--- config.mk ---
export PLATFORM = sky130hd
export DESIGN_NAME = yti_ctrl
export DESIGN_NICKNAME = d
export VERILOG_FILES = /design/src/hdl/yti_pkg.sv /design/src/hdl/yti_ctrl.sv
export SDC_FILE = /design/constraint.sdc
export NUM_CORES = 1
export LEC_CHECK = 0
export BUFFER_PORTS_ARGS = -buffer_cell sky130_fd_sc_hd__buf_2
export CAP_MARGIN = 20
export CORE_AREA = 2 2 39 41
export DETAILED_ROUTE_END_ITERATION = 7
export DIE_AREA = 0 0 41 43
export HOLD_SLACK_MARGIN = 0.02
export PLACE_DENSITY = 0.63
export SYNTH_ARGS = -nofsm -noshare
export SYNTH_HDL_FRONTEND = slang
export SYNTH_SLANG_ARGS = --single-unit
--- constraint.sdc ---
create_clock -name clk -period 1.2 [get_ports clk]
set_clock_uncertainty 0.15 [all_clocks]
set_input_delay 0.24 -clock clk [delete_from_list [all_inputs] [get_ports clk]]
set_output_delay 0.24 -clock clk [all_outputs]
set_load 0.005 [all_outputs]
--- src/hdl/yti_pkg.sv ---
// Shared types, constants and angle helpers for the yaw table interpolator.
// No dependencies; every other file of the block but yti_ram imports this package.
`default_nettype none

package yti_pkg;

  // Block sizing
  localparam int TABLE_DEPTH     = 256;
  localparam int ANGLE_FRAC_BITS = 13;
  localparam int TICK_RATE       = 100;

  // Field widths
  localparam int ANGLE_W    = 16;
  localparam int TIME_W     = 32;
  localparam int INDEX_W    = 8;
  localparam int SPACING_W  = 24;
  localparam int COUNT_W    = 9;
  localparam int STEP_W     = 15;
  localparam int CFG_IDX_W  = 2;
  localparam int CFG_DATA_W = 24;

  // Table addressing
  localparam int ADDR_W = $clog2(TABLE_DEPTH);
  localparam int CNT_W  = $clog2(TABLE_DEPTH + 1);

  // Register reset values
  localparam logic [SPACING_W-1:0] SPACING_RST = SPACING_W'(655);
  localparam logic [COUNT_W-1:0]   COUNT_RST   = COUNT_W'(1);
  localparam logic [STEP_W-1:0]    STEP_RST    = STEP_W'(257);

  // pi rounded from a Q30 value to the angle format, and 2*pi
  localparam longint PI_Q30 = 64'd3373259369;
  localparam int PI_FX = int'((PI_Q30 + (64'd1 << (29 - ANGLE_FRAC_BITS)))
                              >> (30 - ANGLE_FRAC_BITS));

  // Extended angle arithmetic: holds sums of two angles and 2*pi offsets
  localparam int ANG_X_W = ANGLE_W + 2;
  localparam logic signed [ANG_X_W-1:0] PI_X     = ANG_X_W'(PI_FX);
  localparam logic signed [ANG_X_W-1:0] NEG_PI_X = -ANG_X_W'(PI_FX);
  localparam logic signed [ANG_X_W-1:0] TWO_PI_X = ANG_X_W'(2 * PI_FX);
  localparam logic [STEP_W-1:0]         PI_STEP  = STEP_W'(PI_FX);

  // Interpolation: wrapped difference magnitude never exceeds pi
  localparam int ERR_MAG_W     = $clog2(PI_FX + 1);
  localparam int MAG_W         = ERR_MAG_W + SPACING_W;
  localparam int INTERP_Q_BITS = 16;
  localparam int DIVIDEND_W    = SPACING_W + INTERP_Q_BITS;

  // Divider iteration counter holds the longest run
  localparam int DIV_CNT_W = $clog2(TIME_W + 1);

  // Rate product: angle times tick rate, plus sign
  localparam int RATE_PROD_W = ANGLE_W + $clog2(TICK_RATE + 1) + 1;
  localparam int RATE_MAX    = 32767;

  typedef enum logic [CFG_IDX_W-1:0] {
    CFG_SAMPLE_SPACING = 2'd0,
    CFG_POINT_COUNT    = 2'd1,
    CFG_MAX_STEP       = 2'd2
  } cfg_idx_t;

  typedef enum logic {
    OP_LOAD   = 1'b0,
    OP_SAMPLE = 1'b1
  } opcode_t;

  typedef enum logic [3:0] {
    ST_IDLE,
    ST_DIV1,
    ST_RD1,
    ST_RD2,
    ST_QSTART,
    ST_DIV2,
    ST_TEMP,
    ST_DIFF,
    ST_LIMIT,
    ST_OUT
  } ctrl_state_t;

  typedef struct packed {
    logic load_wr;
    logic div1_start;
    logic slot_cap;
    logic rd_next;
    logic err_cap;
    logic div2_start;
    logic temp_cap;
    logic diff_cap;
    logic limit_cap;
    logic out_load;
  } yti_cmd_t;

  typedef struct packed {
    logic div_busy;
    logic clamp;
  } yti_stat_t;

  // Fold once by 2*pi when outside [-pi, pi]
  function automatic logic signed [ANG_X_W-1:0] wrap_once(
    input logic signed [ANG_X_W-1:0] a
  );
    logic signed [ANG_X_W-1:0] r;
    if (a > PI_X) begin
      r = a - TWO_PI_X;
    end else if (a < NEG_PI_X) begin
      r = a + TWO_PI_X;
    end else begin
      r = a;
    end
    return r;
  endfunction

  // Fold once, then clamp into [-pi, pi]
  function automatic logic signed [ANG_X_W-1:0] wrap_clamp(
    input logic signed [ANG_X_W-1:0] a
  );
    logic signed [ANG_X_W-1:0] r;
    r = wrap_once(a);
    if (r > PI_X) begin
      r = PI_X;
    end
    if (r < NEG_PI_X) begin
      r = NEG_PI_X;
    end
    return r;
  endfunction

endpackage

`default_nettype wire

--- src/hdl/yti_ctrl.sv ---
// Controller state machine: writes table loads and sequences one sample through the datapath.
// Depends on yti_pkg; drives yti_datapath through the command struct.
`default_nettype none

module yti_ctrl (
  input  wire logic        clk,
  input  wire logic        rst_n,
  input  wire logic        in_valid,
  input  wire logic        in_opcode,
  output logic             in_ready,
  output logic             out_valid,
  input  wire logic        out_ready,
  input  wire yti_pkg::yti_stat_t stat,
  output yti_pkg::yti_cmd_t       cmd
);

  import yti_pkg::*;

  ctrl_state_t state_r;
  ctrl_state_t state_nxt;
  logic        out_valid_r;
  logic        out_valid_nxt;
  logic        out_free;

  always_ff @(posedge clk) begin
    if (!rst_n) begin
      state_r     <= ST_IDLE;
      out_valid_r <= 1'b0;
    end else begin
      state_r     <= state_nxt;
      out_valid_r <= out_valid_nxt;
    end
  end

  always_comb begin
    state_nxt = state_r;
    cmd       = '0;
    in_ready  = 1'b0;
    out_free  = !out_valid_r || out_ready;
    case (state_r)
      ST_IDLE: begin
        in_ready = 1'b1;
        if (in_valid) begin
          if (in_opcode == OP_SAMPLE) begin
            cmd.div1_start = 1'b1;
            state_nxt      = ST_DIV1;
          end else begin
            cmd.load_wr = 1'b1;
          end
        end
      end
      ST_DIV1: begin
        if (!stat.div_busy) begin
          cmd.slot_cap = 1'b1;
          state_nxt    = ST_RD1;
        end
      end
      ST_RD1: begin
        cmd.rd_next = 1'b1;
        state_nxt   = stat.clamp ? ST_TEMP : ST_RD2;
      end
      ST_RD2: begin
        cmd.err_cap = 1'b1;
        state_nxt   = ST_QSTART;
      end
      ST_QSTART: begin
        cmd.div2_start = 1'b1;
        state_nxt      = ST_DIV2;
      end
      ST_DIV2: begin
        if (!stat.div_busy) begin
          state_nxt = ST_TEMP;
        end
      end
      ST_TEMP: begin
        cmd.temp_cap = 1'b1;
        state_nxt    = ST_DIFF;
      end
      ST_DIFF: begin
        cmd.diff_cap = 1'b1;
        state_nxt    = ST_LIMIT;
      end
      ST_LIMIT: begin
        cmd.limit_cap = 1'b1;
        state_nxt     = ST_OUT;
      end
      ST_OUT: begin
        if (out_free) begin
          cmd.out_load = 1'b1;
          state_nxt    = ST_IDLE;
        end
      end
      default: state_nxt = ST_IDLE;
    endcase

    if (cmd.out_load) begin
      out_valid_nxt = 1'b1;
    end else if (out_ready) begin
      out_valid_nxt = 1'b0;
    end else begin
      out_valid_nxt = out_valid_r;
    end
  end

  assign out_valid = out_valid_r;

  a_no_overwrite: assert property (@(posedge clk) disable iff (!rst_n)
    cmd.out_load |-> (!out_valid_r || out_ready))
    else $error("result register overwritten while still pending");

  a_sample_starts: assert property (@(posedge clk) disable iff (!rst_n)
    (state_r == ST_IDLE && in_valid && in_opcode == OP_SAMPLE) |=> (state_r == ST_DIV1))
    else $error("accepted sample did not start the divider");

  a_result_source: assert property (@(posedge clk) disable iff (!rst_n)
    $rose(out_valid_r) |-> ($past(state_r) == ST_OUT))
    else $error("result raised outside the output state");

endmodule

`default_nettype wire
==> impl_metrics.yaml, run 1 <==
critical_path:
  rr_startpoint: "state_r[1]"
  crit_buf_inv: 1
  end_kind: "output pin"
  cp_data_arrival_time_ps: 1190
  worst_setup_path_start_kind: "register"
  crit_chain: "nor4_4 -> and3_1 -> buf_2"
  slowest_stage: "dfxtp_4"
  critPathRequiredTime_ps: 810
  cp_max_fo: 4
  crit_type: "register to output pin"
  critPathTopFamily: "simple AND/OR/NAND/NOR gates"
  regToRegSetupSlack_ps: -130
  reg2regPathDepth: 5
  worst_r2r_endpoint: "state_r[1]"
  slowest_delay_ps: 350
route:
  drt_iter0_drc: 6
  vias: 454
  dr.pass1.iters: 2
  route.detailed.wl_per_inst_um: 12.3
  via_per_inst: 4.63
  drc: 0
  drt-total-wl_mm: 1.21
  antenna_left: 0
sta:
  slew_headroom_pct: 81.4
  setup_viol: 14
  fin_ws_ps: -379
  tightest_slew_ps: 278
  fin_crit_sh_pct: 132
  fin_setup_tns_ps: -3650
  hold_violations: 0
  fmax_mhz: 633
  finalMaxSlewViolations: 0
  period_needed_ps: 1580
  rsz0062_at_grt: "yes"
cells_and_area:
  diodes: 0
  nets: 90
  layout_common_cells: "buf_2 (18), buf_4 (9), buf_6 (6), dfxtp_4 (4)"
  fillCellCount: 136
  final_common_cell: "buf_2"
  drive_gt1_share_pct: 76.8
  multiInputGateArea_um2: 358
  fin_area_um2: 766
  final_cell_count_no_fill: 98
  synthToLayoutAreaGrowth_pct: 103
  seqCellArea_um2: 115
placed_design:
  pre_cts_ws_ps: -181
  dp_hpwl_um: 702
  port_buffers: 18
  gp_congestion: 0.867
  dpl.cell_count: 87
  dpl_cell_area_um2: 520
synthesis:
  synthTopCellsByArea: "dfxtp_1 (26%), buf_6 (6.0%), nand2_1 (6.0%), nor4_4 (5.6%), a21oi_1 (5.3%)"
  synth-seq-cells: 5
  synth_fp_nets: 55
  ys_types: 25
  synthCells: 48
  yosysTopAreaCell: "dfxtp_1"
  synth_seq_area_share_pct: 26.5
  yosysWarnings: 0
  synth.top_cell.area_share_pct: 26.5
  netlist_area_um2: 378
  syn-mean-instance-area_um2: 7.87
job:
  max_cap_violations: 0
global_route:
  grt_max_degree: 9
  grt_pass1_wl_mm: 1.86
  antenna_found_initial: 0
  grt_overflow_total: 0
  grt_usage_pct: 15.9
  grt_pass1_vias: 424
status:
  violations: "negative setup slack"
  outcome: "finished, violations left"
clock_tree:
  clk_pin_slew_worst_paths_ps: 40
  cts-root-buf: "clkbuf_4"
  tritoncts: "yes"
  insertion_delay_ps: 240
  htreeDepth: 1
  cts_buffer_depth: 2
  cts_buffers: 3
  cts_hold_buffers: 0
  clock_sinks: 5
power:
  leakagePower_nw: 0.364
  vdd_ir_drop_max_mv: 0.504
  power_density_nw_per_um2: 853
die:
  core_um2: 1380
  fp.dieArea_um2: 1760
  core.rowCount: 14
  start_util_pct: 27.3
  num_io_pins: 19
  die_w_um: 41
  die_y_um: 43
worst_hold_path:
  hp-class: "primary input to register"
  hold_end: "out_valid"
  holdPathStages: 2
  hold_start: "rst_n"
## how the worst max path moves through the flow
stage	startpoint	end	depth (start not counted)
6_report	state_r[0]	cmd[8]	3
2_1_floorplan	state_r[3]	cmd[8]	3
4_1_cts	state_r[0]	cmd[8]	3
5_1_grt	state_r[0]	cmd[9]	4
3_3_place_gp	state_r[1]	cmd[9]	4
3_5_place_dp	state_r[1]	cmd[8]	3
## cells in the mapped netlist (all sizes together)
cell,instances
a21oi,4
a31oi,1
and3,2
buf,4
dfxtp,5
inv,1
nand2,7
nand2b,2
nand3,1
nand3b,2
nor2,6
nor2b,2
nor3,3
nor3b,1
nor4,3
o21a,1
o21ai,1
o21bai,1
xnor2,1
## metal layers
layer  vias to the layer above  wire, µm  global-route usage [%]
li1                        233         -                       -
met5                         -         0                       0
met1                       206       467                    19.6
met3                         2        61                    3.14
met2                        13       665                    23.8
met4                         0        11                    10.0
## power breakdown
part           internal (mW)  switching, mW  leakage (nW)
Sequential             0.173         0.0184        0.0436
Combinational          0.142          0.129         0.306
Clock                  0.125         0.0646        0.0150
## logic make-up after synthesis
group	after synthesis	synth area share [%]
simple gates	29	48.0
compound gates	8	12.3
flops	5	26.5
buf+inv	5	10.9
xor+xnor	1	2.32
## flip-flops by register name, summed over array words and instances, names as in the netlist
signal     flops
state_r        4
out_valid      1
## stage by stage
stage	utilization (%)	power (mW)	hold slack, ps
finish	55.3	0.653	142
floorplan	-	0.298	205
CTS	49.5	0.634	118
global route	55.3	0.706	139
global placement	37.6	0.365	370
detailed placement	37.6	0.365	366
## worst register-to-register path, delay by kind of cell, from the launching register on
kind	cells	cell delay, ps
AND/OR/NAND/NOR	3	430
flip-flops	1	370
buffers and inverters	2	250
## repair_timing
action                     in CTS  in global routing
pin swaps                       7                  4
setup endpoints to repair      14                 14
cloned                          0                  0
resized for setup              27                 12
buffers inserted                4                  3
## layout make-up
type | instances | share of cell area (%)
Clock buffer | 4 | 3.43
Inverter | 1 | 0.817
Multi-Input combinational cell | 38 | 46.7
Sequential cell | 5 | 15.0
Tap cell | 16 | 2.61
Timing Repair Buffer | 34 | 31.4
Power figures use the tool's default switching activity.
==> inputs of run 2 (changes only) <==
Settings changed: SETUP_SLACK_MARGIN from default to 0.3.
==> impl_metrics.yaml, run 2 (synthesis gave the netlist of run 1 again) <==
worst_hold_path:
  hold_start: "rst_n"
  hp-class: "primary input to register"
cells_and_area:
  fin_util_pct: 69.3
  diodes: 0
  top_register: "state_r"
  seqCellArea_um2: 116
  drive_gt1_share_pct: 83.0
  multiInputGateArea_um2: 388
  largest_register_ffs: 4
  final_common_cell: "buf_6"
  final_cell_count_no_fill: 110
  synthToLayoutAreaGrowth_pct: 154
  fillCellCount: 92
  layout_common_cells: "buf_6 (22), buf_2 (17), buf_4 (6)"
  nets: 102
clock_tree:
  insertion_delay_ps: 250
  htreeDepth: 1
  cts_buffers: 3
  tritoncts: "yes"
  clock_sinks: 5
  cts_hold_buffers: 0
  cts_buffer_depth: 2
  cts-root-buf: "clkbuf_4"
  clk_pin_slew_worst_paths_ps: 50
status:
  outcome: "finished, violations left"
  violations: "negative setup slack"
power:
  leakagePower_nw: 0.448
  power_density_nw_per_um2: 803
  vdd_ir_drop_max_mv: 0.528
die:
  start_util_pct: 27.3
  die_w_um: 41
  core.rowCount: 14
  fp.dieArea_um2: 1760
  die_y_um: 43
  num_io_pins: 19
  core_um2: 1380
route:
  via_per_inst: 4.82
  vias: 530
  drc: 0
  dr.pass1.iters: 2
  antenna_left: 0
  drt_iter0_drc: 10
  drt-total-wl_mm: 1.49
  route.detailed.wl_per_inst_um: 13.6
sta:
  fin_crit_sh_pct: 134
  fin_ws_ps: -405
  finalMaxSlewViolations: 0
  period_needed_ps: 1610
  hold_violations: 0
  slew_headroom_pct: 74.1
  fmax_mhz: 623
  rsz0062_at_grt: "yes"
  timing.hold.ws_ps: 117
  setup_viol: 16
  tightest_slew_ps: 388
global_route:
  grt_usage_pct: 19.6
  grt_pass1_wl_mm: 2.21
  grt_overflow_total: 0
  antenna_found_initial: 0
  grt_max_degree: 7
  grt_pass1_vias: 508
critical_path:
  worst_setup_path_start_kind: "register"
  critPathRequiredTime_ps: 810
  crit_type: "register to output pin"
  startpoint: "state_r[0]"
  end_kind: "output pin"
  cp_data_arrival_time_ps: 1220
  rr_startpoint: "state_r[0]"
  cp_max_fo: 4
placed_design:
  dp_hpwl_um: 815
  gp_congestion: 0.808
  port_buffers: 18
  dpl.cell_count: 90
job:
  max_cap_violations: 0
[run 2: cell count changes in the layout (fill, tap and decap cells not counted), moves of 2 or more]
| cell | previous run | this run |
|---|---|---|
| nor2_1 | 3 | 1 |
| buf_4 | 9 | 6 |
| buf_6 | 6 | 22 |
| nand2_2 | 2 | 0 |
| nor2_4 | 2 | 4 |
[run 2: worst paths after layout]
path	slack, ps	depth (start not counted)	to
worst max-delay path	-410	3	cmd[8]
worst min-delay path	120	3	state_r[0]
worst max register to register	-220	6	state_r[1]
worst min register to register	510	3	state_r[1]
[run 2: routing by layer]
| metal | up-vias | wire (µm) | global-route usage (%) |
|---|---|---|---|
| met1 | 248 | 524 | 20.3 |
| met3 | 4 | 60 | 1.57 |
| li1 | 262 | - | - |
| met5 | - | 0 | 0 |
| met2 | 16 | 873 | 34.7 |
| met4 | 0 | 36 | 12.0 |
[run 2: repair_timing]
item                       in CTS  in global routing
setup endpoints to repair      17                 17
pin swaps                      10                 12
cloned                          0                  0
gates resized for setup        36                 16
setup buffers                  12                  4
[run 2: layout make-up]
type	count	share of cell area [%]
Timing Repair Buffer	46	41.5
Multi-Input combinational cell	38	40.4
Sequential cell	5	12.1
Clock buffer	4	2.74
Tap cell	16	2.09
Inverter	1	1.17
[run 2: report_power, final]
part	internal (mW)	total, mW	switching [mW]
logic	0.216	0.372	0.156
registers	0.173	0.194	0.0210
clock network	0.126	0.204	0.0780
total	0.515	0.770	0.255
[run 2: critical path, cell delays in order (launching register included)]
cell	delay [ps]
dfxtp_4	360
nor4_4	310
and3_1	190
buf_2	100
[run 2: metrics by stage]
| step | TNS (ps) | total power [mW] | cell area (µm²) | worst slack (ps) |
|---|---|---|---|---|
| after floorplan | -491 | 0.315 | 429 | -147 |
| after global placement | -1110 | 0.401 | 597 | -140 |
| after detailed placement | -1430 | 0.402 | 597 | -187 |
| after CTS | -4010 | 0.729 | 855 | -417 |
| after global routing | -4990 | 0.800 | 960 | -481 |
| final | -4270 | 0.770 | 960 | -405 |
